==> src/mlrq_pkg.sv <==
// ---------------------------------------------------------------------------
// mlrq_pkg: shared types and codes of the multilevel ready-queue scheduler
// Item modes, result kinds, sequencer states and the structs passed
// between the sequencer, the time compare unit and the top level.
// ---------------------------------------------------------------------------
package mlrq_pkg;

    localparam int ID_W   = 16;
    localparam int LVL_W  = 3;
    localparam int TIME_W = 32;

    localparam logic [2:0] MODE_ADD_READY   = 3'd0;
    localparam logic [2:0] MODE_ADD_PENDING = 3'd1;
    localparam logic [2:0] MODE_TICK        = 3'd2;
    localparam logic [2:0] MODE_GET_NEXT    = 3'd3;
    localparam logic [2:0] MODE_DEMOTE      = 3'd4;

    localparam logic [2:0] KIND_ACCEPTED  = 3'd0;
    localparam logic [2:0] KIND_REJECTED  = 3'd1;
    localparam logic [2:0] KIND_DISPATCH  = 3'd2;
    localparam logic [2:0] KIND_NONE      = 3'd3;
    localparam logic [2:0] KIND_ARRIVED   = 3'd4;
    localparam logic [2:0] KIND_TIMED_OUT = 3'd5;
    localparam logic [2:0] KIND_DEMOTED   = 3'd6;
    localparam logic [2:0] KIND_TICK_DONE = 3'd7;

    typedef enum logic [3:0] {
        ST_IDLE,
        ST_SCAN,
        ST_ADD_WR,
        ST_ADD_LINK,
        ST_TICK_LIST,
        ST_TICK_ADV,
        ST_WALK_RD,
        ST_WALK_EV,
        ST_MOVE_CLR,
        ST_MOVE_LINK,
        ST_GN_RD,
        ST_GN_EV,
        ST_EMIT
    } t_state;

    typedef struct packed {
        logic [2:0]        kind;
        logic [ID_W-1:0]   task_id;
        logic [LVL_W-1:0]  level;
        logic              last;
        logic              all_empty;
    } t_result;

    typedef struct packed {
        logic [TIME_W-1:0] slot_time;
        logic [TIME_W-1:0] now;
        logic [TIME_W-1:0] limit;
    } t_cmp_in;

    typedef struct packed {
        logic due;
        logic expired;
    } t_cmp_out;

endpackage

==> src/mlrq_cmp.sv <==
// ---------------------------------------------------------------------------
// mlrq_cmp: shared time compare unit
// One subtract and compare: due when slot time is not after now, expired
// when the elapsed wait reaches the limit (a zero limit counts as one).
// ---------------------------------------------------------------------------
module mlrq_cmp (
    input  mlrq_pkg::t_cmp_in  i_cmp,
    output mlrq_pkg::t_cmp_out o_cmp
);

    logic [mlrq_pkg::TIME_W-1:0] w_diff;
    logic [mlrq_pkg::TIME_W-1:0] w_lim;

    assign w_diff = i_cmp.now - i_cmp.slot_time;
    assign w_lim  = (i_cmp.limit == '0) ? mlrq_pkg::TIME_W'(1) : i_cmp.limit;

    assign o_cmp.due     = (i_cmp.slot_time <= i_cmp.now);
    assign o_cmp.expired = (i_cmp.slot_time <= i_cmp.now) && (w_diff >= w_lim);

endmodule

==> src/mlrq_core.sv <==
// ---------------------------------------------------------------------------
// mlrq_core: list sequencer and slot table
// Walks the linked lists one slot at a time through a single read port,
// one result transaction per emit step.
// ---------------------------------------------------------------------------
module mlrq_core #(
    parameter int LEVELS     = 4,
    parameter int TASK_SLOTS = 32
) (
    input  logic                          i_clk,
    input  logic                          i_rst_n,
    input  logic                          i_in_valid,
    output logic                          o_in_ready,
    input  logic [2:0]                    i_mode,
    input  logic [mlrq_pkg::ID_W-1:0]     i_task_id,
    input  logic [mlrq_pkg::LVL_W-1:0]    i_pr,
    input  logic [mlrq_pkg::TIME_W-1:0]   i_arr,
    input  logic [mlrq_pkg::TIME_W-1:0]   i_now,
    input  logic [mlrq_pkg::TIME_W-1:0]   i_timeout,
    input  logic                          i_out_free,
    output logic                          o_push,
    output mlrq_pkg::t_result             o_res
);

    localparam int SW = $clog2(TASK_SLOTS);
    localparam int CW = $clog2(TASK_SLOTS + 1);
    localparam int LW = $clog2(LEVELS + 1);
    localparam logic [LW-1:0] PEND = LW'(LEVELS);

    mlrq_pkg::t_state r_state, n_state, r_ret;

    // slot table
    logic [mlrq_pkg::ID_W-1:0]   m_id   [TASK_SLOTS];
    logic [mlrq_pkg::TIME_W-1:0] m_time [TASK_SLOTS];
    logic [mlrq_pkg::LVL_W-1:0]  m_lvl  [TASK_SLOTS];
    logic [SW-1:0]               m_link [TASK_SLOTS];
    logic [TASK_SLOTS-1:0]       r_in_use;

    logic [mlrq_pkg::ID_W-1:0]   r_rd_id;
    logic [mlrq_pkg::TIME_W-1:0] r_rd_time;
    logic [mlrq_pkg::LVL_W-1:0]  r_rd_lvl;
    logic [SW-1:0]               r_rd_link;

    // lists: 0..LEVELS-1 ready queues, LEVELS the pending list
    logic [SW-1:0] r_head [LEVELS+1];
    logic [SW-1:0] r_tail [LEVELS+1];
    logic [CW-1:0] r_cnt  [LEVELS+1];

    logic [2:0]                  r_mode;
    logic [mlrq_pkg::ID_W-1:0]   r_id;
    logic [mlrq_pkg::LVL_W-1:0]  r_pr;
    logic [mlrq_pkg::TIME_W-1:0] r_arr;
    logic [mlrq_pkg::TIME_W-1:0] r_now;
    logic [mlrq_pkg::TIME_W-1:0] r_time_now;
    logic [SW-1:0]               r_scan;
    logic [SW-1:0]               r_slot;
    logic [SW-1:0]               r_cur;
    logic [SW-1:0]               r_prev;
    logic                        r_has_prev;
    logic [CW-1:0]               r_left;
    logic [LW-1:0]               r_list;
    logic [LW-1:0]               r_mv;
    mlrq_pkg::t_result           r_res;

    // combinational control
    logic                        w_bad_pr;
    logic                        w_any;
    logic [LW-1:0]               w_first;
    logic                        w_empty;
    logic                        w_hit;
    logic [LW-1:0]               w_add_list;
    logic [LW-1:0]               w_clamp;
    logic [mlrq_pkg::LVL_W-1:0]  w_dem_lvl;
    logic [SW-1:0]               w_rd_addr;
    logic                        w_link_we;
    logic [SW-1:0]               w_link_addr;
    logic [SW-1:0]               w_link_data;
    logic                        w_time_we;
    logic [mlrq_pkg::TIME_W-1:0] w_time_data;
    mlrq_pkg::t_cmp_in           w_cmp_in;
    mlrq_pkg::t_cmp_out          w_cmp_out;

    mlrq_cmp u_cmp (
        .i_cmp (w_cmp_in),
        .o_cmp (w_cmp_out)
    );

    assign w_cmp_in.slot_time = r_rd_time;
    assign w_cmp_in.now       = r_now;
    assign w_cmp_in.limit     = i_timeout;

    assign w_bad_pr   = ({1'b0, i_pr} >= 4'(LEVELS));
    assign w_add_list = (r_mode == mlrq_pkg::MODE_ADD_PENDING) ? PEND : LW'(r_pr);
    assign w_clamp    = ({1'b0, r_rd_lvl} >= 4'(LEVELS)) ? LW'(LEVELS - 1) : LW'(r_rd_lvl);
    assign w_hit      = (r_list == PEND) ? w_cmp_out.due : w_cmp_out.expired;
    // demotion saturates at the last level; level 0 stays put
    assign w_dem_lvl  = (i_pr != '0 && {1'b0, i_pr} < 4'(LEVELS - 1)) ? i_pr + 3'd1 : i_pr;

    always_comb begin
        w_any   = 1'b0;
        w_first = '0;
        w_empty = 1'b1;
        for (int l = LEVELS - 1; l >= 0; l--) begin
            if (r_cnt[l] != '0) begin
                w_any   = 1'b1;
                w_first = LW'(l);
            end
        end
        for (int l = 0; l <= LEVELS; l++) begin
            if (r_cnt[l] != '0) begin
                w_empty = 1'b0;
            end
        end
    end

    // next state
    always_comb begin
        n_state = r_state;
        case (r_state)
            mlrq_pkg::ST_IDLE: begin
                if (i_in_valid) begin
                    case (i_mode)
                        mlrq_pkg::MODE_ADD_READY,
                        mlrq_pkg::MODE_ADD_PENDING:
                            n_state = w_bad_pr ? mlrq_pkg::ST_EMIT : mlrq_pkg::ST_SCAN;
                        mlrq_pkg::MODE_TICK:
                            n_state = mlrq_pkg::ST_TICK_LIST;
                        mlrq_pkg::MODE_GET_NEXT:
                            n_state = w_any ? mlrq_pkg::ST_GN_RD : mlrq_pkg::ST_EMIT;
                        default:
                            n_state = mlrq_pkg::ST_EMIT;
                    endcase
                end
            end
            mlrq_pkg::ST_SCAN: begin
                if (!r_in_use[r_scan]) begin
                    n_state = mlrq_pkg::ST_ADD_WR;
                end else if (r_scan == SW'(TASK_SLOTS - 1)) begin
                    n_state = mlrq_pkg::ST_EMIT;
                end
            end
            mlrq_pkg::ST_ADD_WR:    n_state = mlrq_pkg::ST_ADD_LINK;
            mlrq_pkg::ST_ADD_LINK:  n_state = mlrq_pkg::ST_EMIT;
            mlrq_pkg::ST_TICK_LIST:
                n_state = (r_cnt[r_list] == '0) ? mlrq_pkg::ST_TICK_ADV : mlrq_pkg::ST_WALK_RD;
            mlrq_pkg::ST_TICK_ADV:
                n_state = (r_list == LW'(LEVELS - 1)) ? mlrq_pkg::ST_EMIT
                                                       : mlrq_pkg::ST_TICK_LIST;
            mlrq_pkg::ST_WALK_RD:   n_state = mlrq_pkg::ST_WALK_EV;
            mlrq_pkg::ST_WALK_EV: begin
                if (w_hit) begin
                    n_state = (r_list == PEND) ? mlrq_pkg::ST_MOVE_CLR : mlrq_pkg::ST_EMIT;
                end else begin
                    n_state = (r_left == CW'(1)) ? mlrq_pkg::ST_TICK_ADV : mlrq_pkg::ST_WALK_RD;
                end
            end
            mlrq_pkg::ST_MOVE_CLR:  n_state = mlrq_pkg::ST_MOVE_LINK;
            mlrq_pkg::ST_MOVE_LINK: n_state = mlrq_pkg::ST_EMIT;
            mlrq_pkg::ST_GN_RD:     n_state = mlrq_pkg::ST_GN_EV;
            mlrq_pkg::ST_GN_EV:     n_state = mlrq_pkg::ST_EMIT;
            mlrq_pkg::ST_EMIT:      n_state = i_out_free ? r_ret : mlrq_pkg::ST_EMIT;
            default:                n_state = mlrq_pkg::ST_IDLE;
        endcase
    end

    // outputs and table port controls
    always_comb begin
        o_in_ready  = (r_state == mlrq_pkg::ST_IDLE);
        o_push      = (r_state == mlrq_pkg::ST_EMIT) && i_out_free;
        o_res       = r_res;
        o_res.all_empty = w_empty;
        w_rd_addr   = r_cur;
        w_link_we   = 1'b0;
        w_link_addr = r_slot;
        w_link_data = '0;
        w_time_we   = 1'b0;
        w_time_data = r_now;
        case (r_state)
            mlrq_pkg::ST_ADD_WR: begin
                w_link_we   = 1'b1;
                w_time_we   = 1'b1;
                w_time_data = (r_mode == mlrq_pkg::MODE_ADD_PENDING) ? r_arr : r_time_now;
            end
            mlrq_pkg::ST_ADD_LINK: begin
                w_link_we   = (r_cnt[w_add_list] != '0);
                w_link_addr = r_tail[w_add_list];
                w_link_data = r_slot;
            end
            mlrq_pkg::ST_WALK_EV: begin
                w_link_we   = w_hit && r_has_prev;
                w_link_addr = r_prev;
                w_link_data = r_rd_link;
                w_time_we   = w_hit && (r_list == PEND);
                w_time_data = r_now;
            end
            mlrq_pkg::ST_MOVE_CLR: begin
                w_link_we   = 1'b1;
            end
            mlrq_pkg::ST_MOVE_LINK: begin
                w_link_we   = (r_cnt[r_mv] != '0);
                w_link_addr = r_tail[r_mv];
                w_link_data = r_slot;
            end
            mlrq_pkg::ST_GN_RD: begin
                w_rd_addr   = r_head[r_list];
            end
            default: ;
        endcase
    end

    // slot table port: one registered read, writes per field
    always_ff @(posedge i_clk) begin
        r_rd_id   <= m_id[w_rd_addr];
        r_rd_time <= m_time[w_rd_addr];
        r_rd_lvl  <= m_lvl[w_rd_addr];
        r_rd_link <= m_link[w_rd_addr];
        if (r_state == mlrq_pkg::ST_ADD_WR) begin
            m_id[r_slot]  <= r_id;
            m_lvl[r_slot] <= r_pr;
        end
        if (w_link_we) begin
            m_link[w_link_addr] <= w_link_data;
        end
        if (w_time_we) begin
            m_time[(r_state == mlrq_pkg::ST_WALK_EV) ? r_cur : r_slot] <= w_time_data;
        end
    end

    // payload held for the item in flight
    always_ff @(posedge i_clk) begin
        case (r_state)
            mlrq_pkg::ST_IDLE: begin
                r_mode <= i_mode;
                r_id   <= i_task_id;
                r_pr   <= i_pr;
                r_arr  <= i_arr;
                r_now  <= i_now;
                r_scan <= '0;
                r_list <= (i_mode == mlrq_pkg::MODE_TICK) ? PEND : w_first;
                r_ret  <= mlrq_pkg::ST_IDLE;
                if (i_mode == mlrq_pkg::MODE_GET_NEXT) begin
                    r_res <= '{kind: mlrq_pkg::KIND_NONE, task_id: '0,
                               level: '0, last: 1'b1, all_empty: 1'b0};
                end else if (i_mode == mlrq_pkg::MODE_DEMOTE && !w_bad_pr) begin
                    r_res <= '{kind: mlrq_pkg::KIND_DEMOTED, task_id: i_task_id,
                               level: w_dem_lvl, last: 1'b1, all_empty: 1'b0};
                end else begin
                    r_res <= '{kind: mlrq_pkg::KIND_REJECTED, task_id: i_task_id,
                               level: i_pr, last: 1'b1, all_empty: 1'b0};
                end
            end
            mlrq_pkg::ST_SCAN: begin
                r_slot <= r_scan;
                r_scan <= r_scan + SW'(1);
            end
            mlrq_pkg::ST_ADD_LINK: begin
                r_res.kind <= mlrq_pkg::KIND_ACCEPTED;
            end
            mlrq_pkg::ST_TICK_LIST: begin
                r_cur      <= r_head[r_list];
                r_left     <= r_cnt[r_list];
                r_has_prev <= 1'b0;
            end
            mlrq_pkg::ST_TICK_ADV: begin
                r_list <= (r_list == PEND) ? LW'(1) : r_list + LW'(1);
                r_res  <= '{kind: mlrq_pkg::KIND_TICK_DONE, task_id: '0, level: '0,
                            last: 1'b1, all_empty: 1'b0};
                r_ret  <= mlrq_pkg::ST_IDLE;
            end
            mlrq_pkg::ST_WALK_EV: begin
                r_cur  <= r_rd_link;
                r_left <= r_left - CW'(1);
                r_slot <= r_cur;
                r_mv   <= w_clamp;
                r_ret  <= (r_left == CW'(1)) ? mlrq_pkg::ST_TICK_ADV : mlrq_pkg::ST_WALK_RD;
                r_res.task_id <= r_rd_id;
                r_res.last    <= 1'b0;
                if (r_list == PEND) begin
                    r_res.kind  <= mlrq_pkg::KIND_ARRIVED;
                    r_res.level <= 3'(w_clamp);
                end else begin
                    r_res.kind  <= mlrq_pkg::KIND_TIMED_OUT;
                    r_res.level <= 3'(r_list);
                end
                if (!w_hit) begin
                    r_prev     <= r_cur;
                    r_has_prev <= 1'b1;
                end
            end
            mlrq_pkg::ST_GN_EV: begin
                r_res <= '{kind: mlrq_pkg::KIND_DISPATCH, task_id: r_rd_id,
                           level: 3'(r_list), last: 1'b1, all_empty: 1'b0};
            end
            default: ;
        endcase
    end

    // control state
    always_ff @(posedge i_clk) begin
        if (!i_rst_n) begin
            r_state    <= mlrq_pkg::ST_IDLE;
            r_in_use   <= '0;
            r_time_now <= '0;
            for (int l = 0; l <= LEVELS; l++) begin
                r_head[l] <= '0;
                r_tail[l] <= '0;
                r_cnt[l]  <= '0;
            end
        end else begin
            r_state <= n_state;
            case (r_state)
                mlrq_pkg::ST_IDLE: begin
                    if (i_in_valid && i_mode == mlrq_pkg::MODE_TICK) begin
                        r_time_now <= i_now;
                    end
                end
                mlrq_pkg::ST_ADD_WR: begin
                    r_in_use[r_slot] <= 1'b1;
                end
                mlrq_pkg::ST_ADD_LINK: begin
                    if (r_cnt[w_add_list] == '0) begin
                        r_head[w_add_list] <= r_slot;
                    end
                    r_tail[w_add_list] <= r_slot;
                    r_cnt[w_add_list]  <= r_cnt[w_add_list] + CW'(1);
                end
                mlrq_pkg::ST_WALK_EV: begin
                    if (w_hit) begin
                        r_cnt[r_list] <= r_cnt[r_list] - CW'(1);
                        if (r_cnt[r_list] == CW'(1)) begin
                            r_head[r_list] <= '0;
                            r_tail[r_list] <= '0;
                        end else begin
                            if (!r_has_prev) begin
                                r_head[r_list] <= r_rd_link;
                            end
                            if (r_tail[r_list] == r_cur) begin
                                r_tail[r_list] <= r_has_prev ? r_prev : '0;
                            end
                        end
                        if (r_list != PEND) begin
                            r_in_use[r_cur] <= 1'b0;
                        end
                    end
                end
                mlrq_pkg::ST_MOVE_LINK: begin
                    if (r_cnt[r_mv] == '0) begin
                        r_head[r_mv] <= r_slot;
                    end
                    r_tail[r_mv] <= r_slot;
                    r_cnt[r_mv]  <= r_cnt[r_mv] + CW'(1);
                end
                mlrq_pkg::ST_GN_EV: begin
                    r_in_use[r_head[r_list]] <= 1'b0;
                    r_cnt[r_list]  <= r_cnt[r_list] - CW'(1);
                    if (r_cnt[r_list] == CW'(1)) begin
                        r_head[r_list] <= '0;
                        r_tail[r_list] <= '0;
                    end else begin
                        r_head[r_list] <= r_rd_link;
                        if (r_tail[r_list] == r_head[r_list]) begin
                            r_tail[r_list] <= '0;
                        end
                    end
                end
                default: ;
            endcase
        end
    end

    // a slot is only claimed while free
    a_claim_free: assert property (@(posedge i_clk) disable iff (!i_rst_n)
        (r_state == mlrq_pkg::ST_ADD_WR) |-> !r_in_use[r_slot])
        else $error("claimed slot already in use");

    // the final result of an item hands control back to idle
    a_last_idle: assert property (@(posedge i_clk) disable iff (!i_rst_n)
        (o_push && r_res.last) |=> (r_state == mlrq_pkg::ST_IDLE))
        else $error("final result did not end the item");

    // the pending list never holds more than the table
    a_pend_bound: assert property (@(posedge i_clk) disable iff (!i_rst_n)
        r_cnt[PEND] <= CW'(TASK_SLOTS))
        else $error("pending count beyond table size");

    // a dispatch only comes from a non-empty level
    a_gn_nonempty: assert property (@(posedge i_clk) disable iff (!i_rst_n)
        (r_state == mlrq_pkg::ST_GN_RD) |-> (r_cnt[r_list] != '0))
        else $error("dispatch from an empty level");

endmodule

==> src/multilevel_ready_queue_scheduler.sv <==
// ---------------------------------------------------------------------------
// multilevel_ready_queue_scheduler: multilevel ready-queue task scheduler
// Adds scan the table for a free slot, one slot a cycle, rejected on a full
// table or bad level; get-next dispatches the first non-empty level's head or
// answers none if none is ready; demote and unused modes reply directly. A
// tick walks the pending list, then levels 1 up, slot by slot, with a result
// per timeout and arrival and one for tick done: one slot-table read port. One
// item at a time. Sync active-low reset empties all lists, timeout 20.
// ---------------------------------------------------------------------------
module multilevel_ready_queue_scheduler #(
    parameter int LEVELS     = 4,
    parameter int TASK_SLOTS = 32
) (
    input  logic        i_clk,
    input  logic        i_rst_n,
    // input stream
    input  logic        i_s_tvalid,
    output logic        o_s_tready,
    input  logic [87:0] i_s_tdata,  // task_id[15:0] priority_req[18:16]
                                    // due_tick[50:19] now[82:51]
    input  logic [2:0]  i_s_tuser,  // mode[2:0]
    // result stream
    output logic        o_m_tvalid,
    input  logic        i_m_tready,
    output logic [23:0] o_m_tdata,  // result_task_id[15:0] result_level[18:16]
                                    // all_empty[19]
    output logic [2:0]  o_m_tuser,  // kind[2:0]
    output logic        o_m_tlast,
    // register port
    input  logic        psel,
    input  logic        penable,
    input  logic        pwrite,
    input  logic [2:0]  paddr,
    input  logic [31:0] pwdata,
    output logic [31:0] prdata,
    output logic        pready
);

    localparam logic [31:0] TIMEOUT_RESET = 32'd20;

    logic [31:0]       r_timeout;
    logic              r_m_valid;
    mlrq_pkg::t_result r_m_res;
    logic              w_out_free;
    logic              w_push;
    mlrq_pkg::t_result w_res;

    // timeout register at byte address 0
    assign pready = 1'b1;
    assign prdata = (paddr[2] == 1'b0) ? r_timeout : 32'd0;

    always_ff @(posedge i_clk) begin
        if (!i_rst_n) begin
            r_timeout <= TIMEOUT_RESET;
        end else if (psel && penable && pwrite && paddr[2] == 1'b0) begin
            r_timeout <= pwdata;
        end
    end

    // output register: free when empty or being taken this cycle
    assign w_out_free = !r_m_valid || i_m_tready;

    mlrq_core #(
        .LEVELS     (LEVELS),
        .TASK_SLOTS (TASK_SLOTS)
    ) u_core (
        .i_clk      (i_clk),
        .i_rst_n    (i_rst_n),
        .i_in_valid (i_s_tvalid),
        .o_in_ready (o_s_tready),
        .i_mode     (i_s_tuser),
        .i_task_id  (i_s_tdata[15:0]),
        .i_pr       (i_s_tdata[18:16]),
        .i_arr      (i_s_tdata[50:19]),
        .i_now      (i_s_tdata[82:51]),
        .i_timeout  (r_timeout),
        .i_out_free (w_out_free),
        .o_push     (w_push),
        .o_res      (w_res)
    );

    always_ff @(posedge i_clk) begin
        if (!i_rst_n) begin
            r_m_valid <= 1'b0;
        end else if (w_push) begin
            r_m_valid <= 1'b1;
        end else if (i_m_tready) begin
            r_m_valid <= 1'b0;
        end
    end

    always_ff @(posedge i_clk) begin
        if (w_push) begin
            r_m_res <= w_res;
        end
    end

    assign o_m_tvalid = r_m_valid;
    assign o_m_tdata  = {4'd0, r_m_res.all_empty, r_m_res.level, r_m_res.task_id};
    assign o_m_tuser  = r_m_res.kind;
    assign o_m_tlast  = r_m_res.last;

endmodule
==> config.mk <==
export PLATFORM = sky130hd
export DESIGN_NAME = multilevel_ready_queue_scheduler
export DESIGN_NICKNAME = d
export VERILOG_FILES = /design/src/mlrq_pkg.sv /design/src/mlrq_cmp.sv /design/src/mlrq_core.sv /design/src/multilevel_ready_queue_scheduler.sv
export SDC_FILE = /design/constraint.sdc
export NUM_CORES = 2
export LEC_CHECK = 0
export BUFFER_PORTS_ARGS = -buffer_cell sky130_fd_sc_hd__buf_2
export CAP_MARGIN = 20
export CORE_MARGIN = 3
export CORE_UTILIZATION = 35
export CTS_CLUSTER_DIAMETER = 120
export CTS_CLUSTER_SIZE = 16
export DETAILED_ROUTE_END_ITERATION = 10
export SLEW_MARGIN = 20
export SYNTH_ARGS = -nofsm -noshare
export SYNTH_HDL_FRONTEND = slang
export SYNTH_HIERARCHICAL = 1
export SYNTH_SLANG_ARGS = --single-unit
==> constraint.sdc <==
create_clock -name i_clk -period 8 [get_ports i_clk]
set_clock_uncertainty 0.1 [all_clocks]
set_input_delay 1.6 -clock i_clk [delete_from_list [all_inputs] [get_ports i_clk]]
set_output_delay 1.6 -clock i_clk [all_outputs]
set_load 0.01 [all_outputs]
# Word level (Yosys, flattened, before mapping)
# Memories as Yosys holds them, arrays and structs flattened. A register that Yosys moved wholly into a read port is not among the register bits.
# Index checks and enable logic that the tools add are counted.
[totals] reg_bits=271 ramBits=1872 n_memories=7
[op_classes] n_addsub=8 order_cmp=12 eq_ne=30 mux=162 n_bitwise=14 n_reduce_logical=59
[mem_list] name="u_core.m_time" words=32 word_bits=32 rd=1 rd_clocked_by_memory_dff=1 wr=1 line_no="mlrq_core.sv:34" rtl="logic [mlrq_pkg::TIME_W-1:0] m_time [TASK_SLOTS];"
[mem_list] name="u_core.m_id" words=32 word_bits=16 rd=1 rd_clocked_by_memory_dff=1 wr=1 line_no="mlrq_core.sv:33" rtl="logic [mlrq_pkg::ID_W-1:0] m_id [TASK_SLOTS];"
[mem_list] name="u_core.m_link" words=32 word_bits=5 rd=1 rd_clocked_by_memory_dff=1 wr=1 line_no="mlrq_core.sv:36" rtl="logic [SW-1:0] m_link [TASK_SLOTS];"
[mem_list] name="u_core.m_lvl" words=32 word_bits=3 rd=1 rd_clocked_by_memory_dff=1 wr=1 line_no="mlrq_core.sv:35" rtl="logic [mlrq_pkg::LVL_W-1:0] m_lvl [TASK_SLOTS];"
[mem_list] name="u_core.r_cnt" words=5 word_bits=6 rd=8 rd_clocked_by_memory_dff=2 wr=5 line_no="mlrq_core.sv:47" rtl="logic [CW-1:0] r_cnt [LEVELS+1];"
[mem_list] name="u_core.r_head" words=5 word_bits=5 rd=1 rd_clocked_by_memory_dff=1 wr=5 line_no="mlrq_core.sv:45" rtl="logic [SW-1:0] r_head [LEVELS+1];"
[mem_list] name="+1 memories"
[ops] op="$mux 32" n=6
[ops] op="$pmux 32 s3" n=1
[ops] op="$mux 1" n=80
[ops] op="$pmux 20 s4" n=1
[ops] op="$mux 5" n=15
[ops] op="$mux 3" n=22
[ops] op="$and 32x32->32" n=2
[ops] op="$not 32->32" n=2
[ops] op="$mux 24" n=2
[ops] op="$pmux 4 s11" n=1
[ops] op="$reduce_bool 6->1" n=7
[ops] op="$pmux 5 s2" n=4
[ops] op="$ge 32x32->1" n=1
[ops] op="$le 32x32->1" n=1
[ops] op="$logic_not 32->1" n=1
[ops] op="$or 32x32->32" n=1
[ops] op="$sub 32x32->32" n=1
[ops] op="$reduce_or 5->1" n=6
[ops] op="$mux 4" n=7
[ops] op="$lt 5x6->1 const B" n=4
[ops] op="$mux 6" n=4
[ops] op="$eq 4x4->1 const B" n=5
[ops] op="$logic_not 6->1" n=3
[ops] op="$reduce_or 6->1" n=3
[ops] op="other kinds (46)" n=105

# Logic depth before layout (Yosys ltp)
[depth] word_depth=15 depth_mapped=27

# By module
# The synthesis kept the hierarchy.
[modules_own_cells] mod="mlrq_core" instances=1 cells_per_inst=6648 area_per_inst_um2=89278.1
[modules_own_cells] mod="mlrq_cmp" instances=1 cells_per_inst=410 area_per_inst_um2=2806.4
[modules_own_cells] mod="multilevel_ready_queue_scheduler" instances=1 cells_per_inst=210 area_per_inst_um2=2341.0

# Worst setup path after synthesis
# Ideal clock, no wire load.
[synth_path] kind="reg-to-reg" startpoint="reg u_core/r_now[10] (netlist name)" endpoint="mem u_core/r_head[7][0] (netlist name) (enable)" setup_ns=0.374 arrival_time_ns=5.516 required_time_ns=7.526 slack_ns=2.010 path_stages_with_launch=22 n_path_buf=0 cell_sequence="edfxtp_1 ha_1 a21o_1 a31o_1 or4_4 o22ai_4 a21oi_2 a221oi_2 xnor2_1 ha_1 nand4_1 or4_1 nor3_1 o31a_1 a21bo_2 a21oi_1 nand2_1 a21oi_1 nor2_2 a311o_1 nand2b_1 nor3_1"
[synth_lines] item="start, declared" line_no="mlrq_core.sv:53" rtl="logic [mlrq_pkg::TIME_W-1:0] r_now;"
[synth_lines] item="start signal, assigned" line_no="mlrq_core.sv:237" rtl="r_now <= i_now;"
[synth_lines] item="end, declared" line_no="mlrq_core.sv:45"

==> reports/qor.csv <==
metric,value,unit
clk_pin_slew,0.08,ns
ys.flop_type,edfxtp_1,
drt_iter0_drc,7037,
antenna_found_initial,12,
r2r_end,u_core/r_cnt[5][2],
hold_viol,0,
rows,190,
detail-route-antenna-nets,0,
critPathLaunch,u_core/r_now[12],
synth_largest_area_cell,edfxtp_1,
crit_path_start_kind,flop,
synth_cell_type_count,99,
netlist_instances,7268,
place_area,99590,µm²
hp-start,u_core/o_res[13],
vias_per_cell,5.692,
drv_slew,0,
ctsHoldBuffers,0,
yosysSeqAreaShare,69.89,%
area_delta_synth_final,10.44,%
synth-seq-cells,2252,
cts.repair.resized,0,
utilization,38.89,%
initial_core_util,35.21,%
synth_common_cells,"2089 x edfxtp_1, 1705 x nand2_1, 585 x a21oi_1, 453 x a32oi_1, 287 x nor2_1",
htree_num_levels,4,
cts_inserted_buffers,167,
cp_max_fo,11,
route.detailed.drc,0,
tightest_slew,1.166,ns
crit_required,8.34,ns
rsz0062_at_grt,false,
grt-ovfl-total,0,
slew_headroom,22.06,%
placedCellCount,10650,
grt_pass1_wl,391400,µm
grt_max_degree,210,
cts_tree,yes,
arrival,7.84,ns
critical_path_class,reg -> reg,
rr_worst_depth,20,
dpl_worst_slack,0.3831,ns
routedWlPerCell,24.40,µm
grt_pass1_vias,59490,
holdPathEnd,o_m_tdata[8],
ys_warn_count,6,
core,268200,µm²
place_congestion,0.9004,
die_y,525.4,µm
dr_total_vias,62180,
layout-drive-gt1-share,10.07,%
period_minus_slack,7.497,ns
p_leak,34.06,nW
post-route-period-util,93.71,%
hp-class,reg -> reg,
detailed_place_hpwl,158400,µm
dieWidth,525.4,µm
r2r_slack,0.50,ns
min_path_cells,0,
status,finished clean,
hold_ws,0.3189,ns
clkSinkCount,2252,
yosys.area.top_type_share,66.43,%
async_reset_ff_share,0,%
power,37.47,mW
synth_edf_count,2089,
io_buffers,183,
worstSetupEndpointType,flop,
final_area,104300,µm²
p_per_area,359.3,nW/µm²
die-area,276100,µm²
fin_ws,0.5034,ns
ir_drop,0.2526,mV
cts-root-buf,clkbuf_16,
first_pass_iters,5,
fmax,133.4,MHz
setup_tns,0,ns
nFillCells,24940,
final_nets,7484,
r2r-start,u_core/r_now[12],
track_usage,18.49,%
clock_latency,0.87,ns
synthTopCellsByArea,"edfxtp_1 66%, nand2_1 6.8%, a32oi_1 4.2%",
postCtsSetupBuffers,0,
setup_violations,0,
syn_avg_cell_area,12.99,µm²
syn_area,94430,µm²
max_cap_violations,0,
boundaryPins,196,
yosysMostFrequentCell,edfxtp_1,
drt-total-wl,266600,µm
stdcell_count,10920,
cts_max_path_buffers,4,
-- area by class of cell --
cell class	count	area (µm²)	share of cell area [%]
Clock buffer	251	4537	4.351
Tap cell	3552	4444	4.262
Timing Repair Buffer	327	2170	2.080
Sequential cell	2252	66000	63.29
Multi-Input combinational cell	4398	26530	25.44
Inverter	125	471.7	0.4523
Antenna cell	11	27.53	0.02640
Clock inverter	7	106.4	0.1020
-- power by group --
group          switching, mW  internal (mW)  total [mW]
logic                   9.14           3.95        13.1
clock network           3.93           3.92        7.85
registers              0.877           15.6        16.5
total                   14.0           23.5        37.5
-- worst max-delay path: stages, from the launching register on --
cell,delay (ns)
edfxtp_1,0.42
ha_1,0.44
a21o_1,0.22
a31o_1,0.22
or4_4,0.50
o22ai_4,0.25
a21oi_2,0.15
a21oi_1,0.20
xnor2_1,0.08
ha_1,0.31
nand4_1,0.16
or4_1,0.57
nor3_1,0.24
o31a_1,0.47
a21bo_2,0.31
a21oi_1,0.48
o21ai_1,0.36
buf_4,0.29
o221ai_1,0.45
nand2_1,0.14
nor3_1,0.74
-- worst max-delay path by stage --
stage,slack (ns),depth (start not counted),endpoint
floorplan,2.01,21,u_core/r_head[7][0]
global placement,0.51,23,u_core/r_tail[2][1]
detailed placement,0.38,23,u_core/r_tail[0][4]
CTS,0.31,23,u_core/r_tail[0][4]
global route,0.09,20,u_core/r_cnt[5][4]
finish,0.50,20,u_core/r_cnt[5][2]
-- per-layer routing --
layer  global-route usage (%)  up-vias  routed length [µm]
met1                    25.64    31610              112600
met5                        0        -                   0
met4                    6.384        0                9375
li1                         -    27440                   -
met2                    29.68     2693              124700
met3                    2.708      436               19900
-- sequential cells by signal, indices dropped and copies added, names as in the netlist, 32 cells and up, named ones only --
register           flops
u_core/r_now          32
u_core/r_cnt          48
u_core/r_time_now     32
u_core/r_tail         40
u_core/m_time       1024
u_core/m_lvl          96
u_core/r_rd_time      32
u_core/r_in_use       32
u_core/r_head         40
u_core/m_link        160
u_core/r_arr          32
u_core/m_id          512
r_timeout             32
-- cell families after synthesis --
group	synth area share, %
and+or+nand+nor	10.57
DFF	69.89
AOI/OAI and AO/OA	12.56
buffers and inverters	2.898
muxes	2.526
adders and majority gates	1.068
xor gates and xnor gates	0.4823
other	0.01192
-- cells in the final DEF, fill, tap and decap left out, drive strengths merged, types with 60 or more instances in the layout --
| master | netlist | layout |
|---|---|---|
| a21oi | 588 | 588 |
| o21ai | 102 | 102 |
| buf | 264 | 327 |
| ha | 79 | 79 |
| dfxtp | 163 | 163 |
| edfxtp | 2089 | 2089 |
| a32oi | 453 | 453 |
| nand2 | 1705 | 1705 |
| clkbuf | 232 | 251 |
| mux2i | 85 | 85 |
| nor3 | 116 | 116 |
| a22o | 151 | 151 |
| a31oi | 104 | 104 |
| nor2 | 290 | 290 |
| a22oi | 143 | 143 |
| inv | 124 | 129 |
| mux4 | 60 | 60 |
Power figures use the tool's default switching activity.
